### src/sv/pcg_pkg.sv
// ----------------------------------------------------------------------------
// pcg_pkg: shared types and constants for the PCG32 generator
// Opcodes, register indexes, sequencer states and the LCG constants.
// ----------------------------------------------------------------------------
package pcg_pkg;

    localparam logic [63:0] LCG_MULT            = 64'd6364136223846793005;
    localparam logic [63:0] RESET_SEED_STATE    = 64'h853c49e6748fea9b;
    localparam logic [63:0] RESET_SEED_SEQUENCE = 64'hda3e39cb94b95bdb;

    localparam int DIGIT_W = 4;

    localparam logic [2:0] OP_RESEED = 3'd0;
    localparam logic [2:0] OP_RAW    = 3'd1;
    localparam logic [2:0] OP_RANGE  = 3'd2;
    localparam logic [2:0] OP_FAST   = 3'd3;
    localparam logic [2:0] OP_BOOL   = 3'd4;

    localparam logic CFG_SEED_STATE    = 1'b0;
    localparam logic CFG_SEED_SEQUENCE = 1'b1;

    typedef enum logic [2:0] {
        ST_IDLE,
        ST_SEED,
        ST_SEED_D1,
        ST_SEED_D2,
        ST_DRAW,
        ST_DIVT,
        ST_DIVR,
        ST_OUT
    } t_state;

endpackage

### src/sv/pcg_step.sv
// ----------------------------------------------------------------------------
// pcg_step: digit-serial LCG advance and XSH-RR output permutation
// Multiplies the state by the LCG constant four bits per cycle and adds the
// increment; the permuted draw comes from the latched old state.
// ----------------------------------------------------------------------------
module pcg_step
    import pcg_pkg::*;
(
    input  logic        i_clk,
    input  logic        i_rst_n,
    input  logic        i_start,
    input  logic [63:0] i_state,
    input  logic [63:0] i_inc,
    output logic        o_done,
    output logic [63:0] o_next,
    output logic [31:0] o_draw
);

    localparam int STEPS = 64 / DIGIT_W;
    localparam int CNT_W = $clog2(STEPS);

    logic             r_busy;
    logic [CNT_W-1:0] r_cnt;
    logic             r_done;
    logic [63:0]      r_acc;
    logic [63:0]      r_mcand;
    logic [63:0]      r_old;

    logic [DIGIT_W-1:0] w_digit;
    logic [63:0]        w_prod;
    logic [31:0]        w_mixed;
    logic [63:0]        w_rot;

    assign w_digit = LCG_MULT[r_cnt * DIGIT_W +: DIGIT_W];
    assign w_prod  = r_mcand * {{(64 - DIGIT_W){1'b0}}, w_digit};

    always_ff @(posedge i_clk) begin
        if (!i_rst_n) begin
            r_busy <= 1'b0;
            r_cnt  <= '0;
            r_done <= 1'b0;
        end else begin
            r_done <= 1'b0;
            if (i_start) begin
                r_busy <= 1'b1;
                r_cnt  <= '0;
            end else if (r_busy) begin
                r_cnt <= r_cnt + 1'b1;
                if (r_cnt == CNT_W'(STEPS - 1)) begin
                    r_busy <= 1'b0;
                    r_done <= 1'b1;
                end
            end
        end
    end

    always_ff @(posedge i_clk) begin
        if (i_start) begin
            r_acc   <= i_inc;
            r_mcand <= i_state;
            r_old   <= i_state;
        end else if (r_busy) begin
            r_acc   <= r_acc + w_prod;
            r_mcand <= r_mcand << DIGIT_W;
        end
    end

    assign w_mixed = 32'(((r_old >> 18) ^ r_old) >> 27);
    assign w_rot   = {w_mixed, w_mixed} >> r_old[63:59];

    assign o_done = r_done;
    assign o_next = r_acc;
    assign o_draw = w_rot[31:0];

endmodule

### src/sv/pcg_div.sv
// ----------------------------------------------------------------------------
// pcg_div: bit-serial restoring remainder unit
// Shifts one dividend bit per cycle into a partial remainder.
// ----------------------------------------------------------------------------
module pcg_div
    import pcg_pkg::*;
(
    input  logic        i_clk,
    input  logic        i_rst_n,
    input  logic        i_start,
    input  logic [31:0] i_num,
    input  logic [31:0] i_den,
    output logic        o_done,
    output logic [31:0] o_rem
);

    logic        r_busy;
    logic [4:0]  r_cnt;
    logic        r_done;
    logic [31:0] r_num;
    logic [31:0] r_den;
    logic [31:0] r_rem;

    logic [32:0] w_trial;
    logic [32:0] w_sub;

    assign w_trial = {r_rem, r_num[31]};
    assign w_sub   = w_trial - {1'b0, r_den};

    always_ff @(posedge i_clk) begin
        if (!i_rst_n) begin
            r_busy <= 1'b0;
            r_cnt  <= '0;
            r_done <= 1'b0;
        end else begin
            r_done <= 1'b0;
            if (i_start) begin
                r_busy <= 1'b1;
                r_cnt  <= '0;
            end else if (r_busy) begin
                r_cnt <= r_cnt + 1'b1;
                if (r_cnt == 5'd31) begin
                    r_busy <= 1'b0;
                    r_done <= 1'b1;
                end
            end
        end
    end

    always_ff @(posedge i_clk) begin
        if (i_start) begin
            r_num <= i_num;
            r_den <= i_den;
            r_rem <= '0;
        end else if (r_busy) begin
            r_num <= r_num << 1;
            if (!w_sub[32]) begin
                r_rem <= w_sub[31:0];
            end else begin
                r_rem <= w_trial[31:0];
            end
        end
    end

    assign o_done = r_done;
    assign o_rem  = r_rem;

endmodule

### src/sv/pcg32_random_with_ranges.sv
// ----------------------------------------------------------------------------
// pcg32_random_with_ranges: PCG32 XSH-RR generator with range draws
//
//  channel   dir  handshake                  payload
//  s_axis    in   i_s_tvalid / o_s_tready    op, range_min, range_max
//  m_axis    out  o_m_tvalid / i_m_tready    value
//  cfg       in   i_cfg_we                   seed_state, seed_sequence
//
// A draw runs in the four-bit serial LCG multiplier, a remainder in the
// bit-serial divider. Raw takes one draw; fast range a draw and a remainder;
// unbiased range a threshold remainder, draws until one passes, a remainder;
// reseed two LCG steps. After reset it reseeds with the reset seeds before
// it accepts a beat. A stalled result holds in the output register; the next
// beat is accepted meanwhile and its result waits until that register frees.
// ----------------------------------------------------------------------------
module pcg32_random_with_ranges
    import pcg_pkg::*;
(
    input  logic        i_clk,
    input  logic        i_rst_n,
    input  logic        i_s_tvalid,
    output logic        o_s_tready,
    input  logic [71:0] i_s_tdata,   // op[2:0], range_min[34:3], range_max[66:35], zero
    output logic        o_m_tvalid,
    input  logic        i_m_tready,
    output logic [31:0] o_m_tdata,   // value[31:0]
    input  logic        i_cfg_we,
    input  logic        i_cfg_idx,
    input  logic [63:0] i_cfg_data
);

    t_state r_state, n_state;

    logic [63:0] r_seed_state;
    logic [63:0] r_seed_seq;
    logic [63:0] r_lcg;
    logic [63:0] r_inc;
    logic        r_boot;
    logic [2:0]  r_op;
    logic [31:0] r_lo;
    logic [31:0] r_bound;
    logic [31:0] r_thr;
    logic [31:0] r_res;
    logic        r_out_valid;
    logic [31:0] r_out_data;

    logic [2:0]  w_op;
    logic [31:0] w_min;
    logic [31:0] w_max;
    logic [31:0] w_bound;
    logic [31:0] w_lo;
    logic        w_accept;
    logic        w_out_free;
    logic [63:0] w_seed_inc;

    logic        w_draw_start;
    logic [63:0] w_draw_state;
    logic [63:0] w_draw_inc;
    logic        w_div_start;
    logic [31:0] w_div_num;
    logic [31:0] w_div_den;
    logic        w_res_load;
    logic [31:0] w_res_val;
    logic        w_lcg_load;

    logic        w_step_done;
    logic [63:0] w_step_next;
    logic [31:0] w_step_draw;
    logic        w_div_done;
    logic [31:0] w_div_rem;

    assign w_op    = i_s_tdata[2:0];
    assign w_min   = i_s_tdata[34:3];
    assign w_max   = i_s_tdata[66:35];
    assign w_bound = (w_op == OP_BOOL) ? 32'd2 : (w_max - w_min);
    assign w_lo    = (w_op == OP_BOOL) ? 32'd0 : w_min;

    assign o_s_tready = (r_state == ST_IDLE);
    assign w_accept   = i_s_tvalid && o_s_tready;
    assign w_out_free = !r_out_valid || i_m_tready;
    assign w_seed_inc = {r_seed_seq[62:0], 1'b1};

    always_comb begin
        n_state = r_state;
        unique case (r_state)
            ST_IDLE: begin
                if (w_accept) begin
                    unique case (w_op)
                        OP_RESEED: n_state = ST_SEED;
                        OP_RAW:    n_state = ST_DRAW;
                        OP_RANGE:  n_state = (w_min == w_max) ? ST_OUT : ST_DIVT;
                        OP_FAST:   n_state = (w_min == w_max) ? ST_OUT : ST_DRAW;
                        OP_BOOL:   n_state = ST_DIVT;
                        default:   n_state = ST_OUT;
                    endcase
                end
            end
            ST_SEED:    n_state = ST_SEED_D1;
            ST_SEED_D1: if (w_step_done) n_state = ST_SEED_D2;
            ST_SEED_D2: if (w_step_done) n_state = r_boot ? ST_IDLE : ST_OUT;
            ST_DRAW: begin
                if (w_step_done) begin
                    if (r_op == OP_RAW) begin
                        n_state = ST_OUT;
                    end else if (r_op == OP_FAST || w_step_draw >= r_thr) begin
                        n_state = ST_DIVR;
                    end
                end
            end
            ST_DIVT: if (w_div_done) n_state = ST_DRAW;
            ST_DIVR: if (w_div_done) n_state = ST_OUT;
            ST_OUT:  if (w_out_free) n_state = ST_IDLE;
            default: n_state = ST_IDLE;
        endcase
    end

    always_comb begin
        w_draw_start = 1'b0;
        w_draw_state = r_lcg;
        w_draw_inc   = r_inc;
        w_div_start  = 1'b0;
        w_div_num    = w_step_draw;
        w_div_den    = r_bound;
        w_res_load   = 1'b0;
        w_res_val    = 32'd0;
        w_lcg_load   = 1'b0;
        unique case (r_state)
            ST_IDLE: begin
                if (w_accept) begin
                    unique case (w_op)
                        OP_RESEED: ;
                        OP_RAW: w_draw_start = 1'b1;
                        OP_RANGE, OP_BOOL: begin
                            if (w_op == OP_RANGE && w_min == w_max) begin
                                w_res_load = 1'b1;
                                w_res_val  = w_min;
                            end else begin
                                w_div_start = 1'b1;
                                w_div_num   = 32'd0 - w_bound;
                                w_div_den   = w_bound;
                            end
                        end
                        OP_FAST: begin
                            if (w_min == w_max) begin
                                w_res_load = 1'b1;
                                w_res_val  = w_min;
                            end else begin
                                w_draw_start = 1'b1;
                            end
                        end
                        default: w_res_load = 1'b1;
                    endcase
                end
            end
            ST_SEED: begin
                w_draw_start = 1'b1;
                w_draw_state = 64'd0;
                w_draw_inc   = w_seed_inc;
            end
            ST_SEED_D1: begin
                if (w_step_done) begin
                    w_draw_start = 1'b1;
                    w_draw_state = w_step_next + r_seed_state;
                end
            end
            ST_SEED_D2: begin
                if (w_step_done) begin
                    w_lcg_load = 1'b1;
                    w_res_load = 1'b1;
                end
            end
            ST_DRAW: begin
                if (w_step_done) begin
                    w_lcg_load = 1'b1;
                    if (r_op == OP_RAW) begin
                        w_res_load = 1'b1;
                        w_res_val  = w_step_draw;
                    end else if (r_op == OP_FAST || w_step_draw >= r_thr) begin
                        w_div_start = 1'b1;
                    end else begin
                        w_draw_start = 1'b1;
                        w_draw_state = w_step_next;
                    end
                end
            end
            ST_DIVT: if (w_div_done) w_draw_start = 1'b1;
            ST_DIVR: begin
                if (w_div_done) begin
                    w_res_load = 1'b1;
                    w_res_val  = r_lo + w_div_rem;
                end
            end
            ST_OUT: ;
            default: ;
        endcase
    end

    always_ff @(posedge i_clk) begin
        if (!i_rst_n) begin
            r_state      <= ST_SEED;
            r_boot       <= 1'b1;
            r_out_valid  <= 1'b0;
            r_seed_state <= RESET_SEED_STATE;
            r_seed_seq   <= RESET_SEED_SEQUENCE;
        end else begin
            r_state <= n_state;
            if (r_state == ST_SEED_D2 && w_step_done) begin
                r_boot <= 1'b0;
            end
            if (r_state == ST_OUT && w_out_free) begin
                r_out_valid <= 1'b1;
            end else if (i_m_tready) begin
                r_out_valid <= 1'b0;
            end
            if (i_cfg_we) begin
                unique case (i_cfg_idx)
                    CFG_SEED_STATE:    r_seed_state <= i_cfg_data;
                    CFG_SEED_SEQUENCE: r_seed_seq   <= i_cfg_data;
                    default: ;
                endcase
            end
        end
    end

    always_ff @(posedge i_clk) begin
        if (r_state == ST_SEED) begin
            r_inc <= w_seed_inc;
        end
        if (w_lcg_load) begin
            r_lcg <= w_step_next;
        end
        if (w_accept) begin
            r_op    <= w_op;
            r_lo    <= w_lo;
            r_bound <= w_bound;
        end
        if (r_state == ST_DIVT && w_div_done) begin
            r_thr <= w_div_rem;
        end
        if (r_state == ST_IDLE && w_accept && w_op == OP_FAST) begin
            r_thr <= 32'd0;
        end
        if (w_res_load) begin
            r_res <= w_res_val;
        end
        if (r_state == ST_OUT && w_out_free) begin
            r_out_data <= r_res;
        end
    end

    pcg_step u_step (
        .i_clk   (i_clk),
        .i_rst_n (i_rst_n),
        .i_start (w_draw_start),
        .i_state (w_draw_state),
        .i_inc   (w_draw_inc),
        .o_done  (w_step_done),
        .o_next  (w_step_next),
        .o_draw  (w_step_draw)
    );

    pcg_div u_div (
        .i_clk   (i_clk),
        .i_rst_n (i_rst_n),
        .i_start (w_div_start),
        .i_num   (w_div_num),
        .i_den   (w_div_den),
        .o_done  (w_div_done),
        .o_rem   (w_div_rem)
    );

    assign o_m_tvalid = r_out_valid;
    assign o_m_tdata  = r_out_data;

endmodule
### config.mk
export PLATFORM = sky130hd
export DESIGN_NAME = pcg32_random_with_ranges
export DESIGN_NICKNAME = d
export VERILOG_FILES = /design/src/sv/pcg_pkg.sv /design/src/sv/pcg_step.sv /design/src/sv/pcg_div.sv /design/src/sv/pcg32_random_with_ranges.sv
export SDC_FILE = /design/constraint.sdc
export NUM_CORES = 2
export LEC_CHECK = 0
export BUFFER_PORTS_ARGS = -buffer_cell sky130_fd_sc_hd__buf_2
export CORE_AREA = 10 10 342 344
export CTS_CLUSTER_DIAMETER = 30
export DETAILED_ROUTE_END_ITERATION = 8
export DIE_AREA = 0 0 352 354
export SYNTH_ARGS = -nofsm -noshare
export SYNTH_HDL_FRONTEND = slang
export SYNTH_SLANG_ARGS = --single-unit
### constraint.sdc
create_clock -name i_clk -period 7.47 [get_ports i_clk]
set_input_delay 0.747 -clock i_clk [delete_from_list [all_inputs] [get_ports i_clk]]
set_output_delay 0.747 -clock i_clk [all_outputs]
set_load 0.03 [all_outputs]
==> summary.md <==
| Metric | Value |
|---|---|
| Status | finished, final reports clean |
| Met3 wire length | ~12000 um |
| Synth top area share | roughly 26% |
| First-pass GRT wire length | 243000 um |
| Final instance area | 58200 um2 |
| Fin cells | 7168 |
| Placed inst area | between 50000 and 60000 um2 |
| Final Max Slew Viols | 0 |
| Total I/O pin count | ~180 |
| DIE HEIGHT | between 300 and 400 um |
| Clock Tree Root | clkbuf_16 |
| Sequential element share of the synthesized area | 37.1% |
| Core Footprint | 110000 um2 |
| Worst EP arrival | 7.56 ns |
| Vias in the first global route | about 40000 |
| Post-DP HPWL | 117000 um |
| Worst setup SP type | register |
| CTS H-tree depth | 4 |
| WL met2 | between 70000 and 80000 um |
| Gpl congestion | roughly 0.94 |
| Post-synthesis register bit count | approximately 700 |
| Overall routed net length | 159000 um |
| Gate Count Post-Synth | between 5000 and 6000 |
| Crit path kind | register to register |
| Post-DR vias/cell | 5.69 |
| Max cap viols | 0 |
| Clock-pin slew on the worst setup and hold paths | 0.05 ns |
| Worst rel slew slack | 16.4% |
| Netlist cell types | between 90 and 100 |
| Fraction of layout cells with a size suffix above 1 | 13.4% |
| Mux share of post-synthesis cell area | under 10% |
| Die area | 125000 um2 |
| Simple-gate share of the synthesized area | 16.9% |
| DR pass1 iterations | 8 |
| Final setup vio count | 0 |
| Max Used Layer | met5 |
| Hold Vio Cnt, Final | 0 |
| Adder-cell share of the synthesized area | between 10% and 20% |
| Worst Path Required | roughly 8 ns |
| CP endpoint kind | register |
| Grt ovf | 0 |
| Final core utilization | 52.9% |
| Nets | 6113 |
| Iteration-0 DRC Markers | 3357 |
| DR vias | 40800 |
| Clock sinks | between 600 and 700 |
| Die W | ~350 um |
| Largest net degree at the start of global routing | 93 |
| GRT Total Usage | between 20% and 30% |
| Clk_lat worst skew | 0.78 ns |
| Drt wl/cell | 22.2 um |
| Crit path max fanout | 42 |
| Syn nets | 5941 |
| Compound-Gate Fraction of Synth Area | 16.6% |
| Yosys warnings | 0 |
| Met1 WL | 69600 um |
| Tcrit/Tclk final | 94.5% |
| Cell taking the most area after synthesis | edfxtp_1 |
| Max Freq | 142 MHz |
| Placed cell count | 6826 |
| Largest family of logic cells by synthesized area | simple AND/OR/NAND/NOR gates |
| Primary FF master, synth | edfxtp_1 |
| Async S/R FF share, synth | 0% |
| # port buffers | 170 |
| RSZ-0062 raised after global routing | no |
| DRC Markers | 0 |
| Initial Util | between 40% and 50% |
| CTS Buffer Depth | 3 |
| R2R Setup Slk | 0.41 ns |
| Syn-to-layout area delta | 18.6% |
| Clock Skew | approximately 0.068 ns |
| CTS tree | done |
| Site Rows | 122 |
| Min Tclk post-route | 7.06 ns |
| Commonest non-fill, non-tap cell in the layout | nand2_1 |
| XOR/XNOR Fraction of Synth Area | between 4 and 5% |
| Synth area leaders | edfxtp_1, dfxtp_1, fa_1, ha_1, nand2_1 |
| ANT nets after route | 0 |
| Synth Cell Area | 49000 um2 |
| Most frequent cells in the layout | nand2_1, inv_1, edfxtp_1, a21oi_1, o21ai_0 |
| Slew @ Worst Pin | 1.24 ns |
| TritonCTS buffer count | 179 |
| Hold Crit Class | primary input to register |
| Mean Syn Cell Area | 9.17 um2 |
| Post-synth EDFFs | 424 |
| Setup TNS | 0 ns |
| Initial antenna violation count | 5 |
| CTS Hold Buffers Added | 0 |
-- cell type report --
| class | instances | area [um2] |
|---|---|---|
| Sequential cell | 697 | 18200 |
| Inverter | 450 | 1690 |
| Timing Repair Buffer | 253 | 1540 |
| Clock buffer | 209 | 4780 |
| Clock inverter | 129 | 1790 |
| Antenna cell | 2 | 5.00 |
| Tap cell | 1488 | 1860 |
| Multi-Input combinational cell | 3940 | 28300 |
| Fill cell | 9972 | 51900 |
-- per-stage QoR --
step                worst slack, ns  hold WS, ns
finish                        0.410        0.182
global route                 0.0621        0.184
CTS                           0.260        0.156
detailed placement            0.329        0.405
global placement              0.396        0.405
floorplan                      1.08        0.400
-- synth_stat cells (24+ instances only) --
| library cell | number |
|---|---|
| and2_1 | 259 |
| nand2_1 | 678 |
| o21bai_1 | 27 |
| xnor2_1 | 132 |
| mux2i_1 | 111 |
| nand3_1 | 164 |
| buf_1 | 30 |
| nand2b_1 | 48 |
| xor2_1 | 98 |
| nor3_1 | 66 |
| mux2_2 | 120 |
| clkbuf_1 | 224 |
| o21a_1 | 32 |
| dfxtp_1 | 273 |
| or3_1 | 24 |
| a22oi_1 | 29 |
| a31oi_1 | 34 |
| o211ai_1 | 30 |
| edfxtp_1 | 424 |
| o21ai_0 | 300 |
| a21boi_0 | 64 |
| nor2_1 | 292 |
| a21o_1 | 128 |
| a21oi_1 | 380 |
| a221oi_1 | 24 |
| a211oi_1 | 37 |
| ha_1 | 264 |
| and3_1 | 55 |
| fa_1 | 186 |
| inv_1 | 445 |
| nor2b_1 | 39 |
| nand4_1 | 45 |
-- layer usage --
layer  track usage, %  vias up
met1             33.4    19700
met5                0        -
li1                 -    19300
met2             38.7     1510
met4             10.7        2
met3             4.77      318
-- worst paths after layout --
kind / startpoint / to / cells past startpoint
max reg2reg: u_step.r_cnt[0] / u_step.o_next[61] / 26
max: u_step.r_cnt[0] / u_step.o_next[61] / 26
min reg2reg: r_res[28] / o_m_tdata[28] / 0
min: i_cfg_data[46] / r_seed_state[46] / 3
-- worst max-delay path: stages (launching register included) --
cell and delay, ns:
dfxtp_1 0.48, inv_1 0.13, ha_1 0.34, nand2b_1 0.16, o21ai_0 0.10, nor2_1 0.09, a21oi_4 0.28, buf_4 0.23
buf_6 0.28, and2_1 0.21, fa_1 0.43, fa_1 0.55, inv_1 0.05, fa_1 0.50, inv_1 0.05, ha_1 0.43
nand4_1 0.20, nor2_1 0.18, and3_1 0.20, a31oi_1 0.09, buf_4 0.19, or4_1 0.51, o211ai_1 0.27, a211o_1 0.40
a31oi_1 0.15, xor2_1 0.18, o21ai_0 0.09
-- registers in the layout, summed over array words and instances, names as in the netlist, 4 cells and up --
register        count
r_inc              64
r_lo               32
u_step.o_next      64
u_div.o_rem        32
u_step.r_cnt        4
r_seed_state       64
r_res              32
r_lcg              64
u_div.r_den        32
u_div.r_cnt         5
u_step.r_old       37
u_step.r_mcand     64
u_div.r_num        32
r_thr              32
r_bound            32
o_m_tdata          32
r_seed_seq         63
-- cell families (layout without fill, tap and decap cells) --
logic type	Yosys count	in the layout
adder cells (fa/ha/maj)	450	450
AND/OR/NAND/NOR	1738	1738
AO/OA/AOI/OAI	1282	1282
other	0	2
buffers and inverters	712	1041
multiplexers	239	239
XOR/XNOR	231	231
flip-flops	697	697
-- repair_timing --
| item | in CTS | in global routing |
|---|---|---|
| endpoints found under the setup margin | 0 | 7 |
| gates resized for setup | 0 | 6 |
| buffers inserted | 0 | 2 |
Power is not shown: default switching activity piles up to over one toggle a cycle in this logic, so the estimate is an artifact.
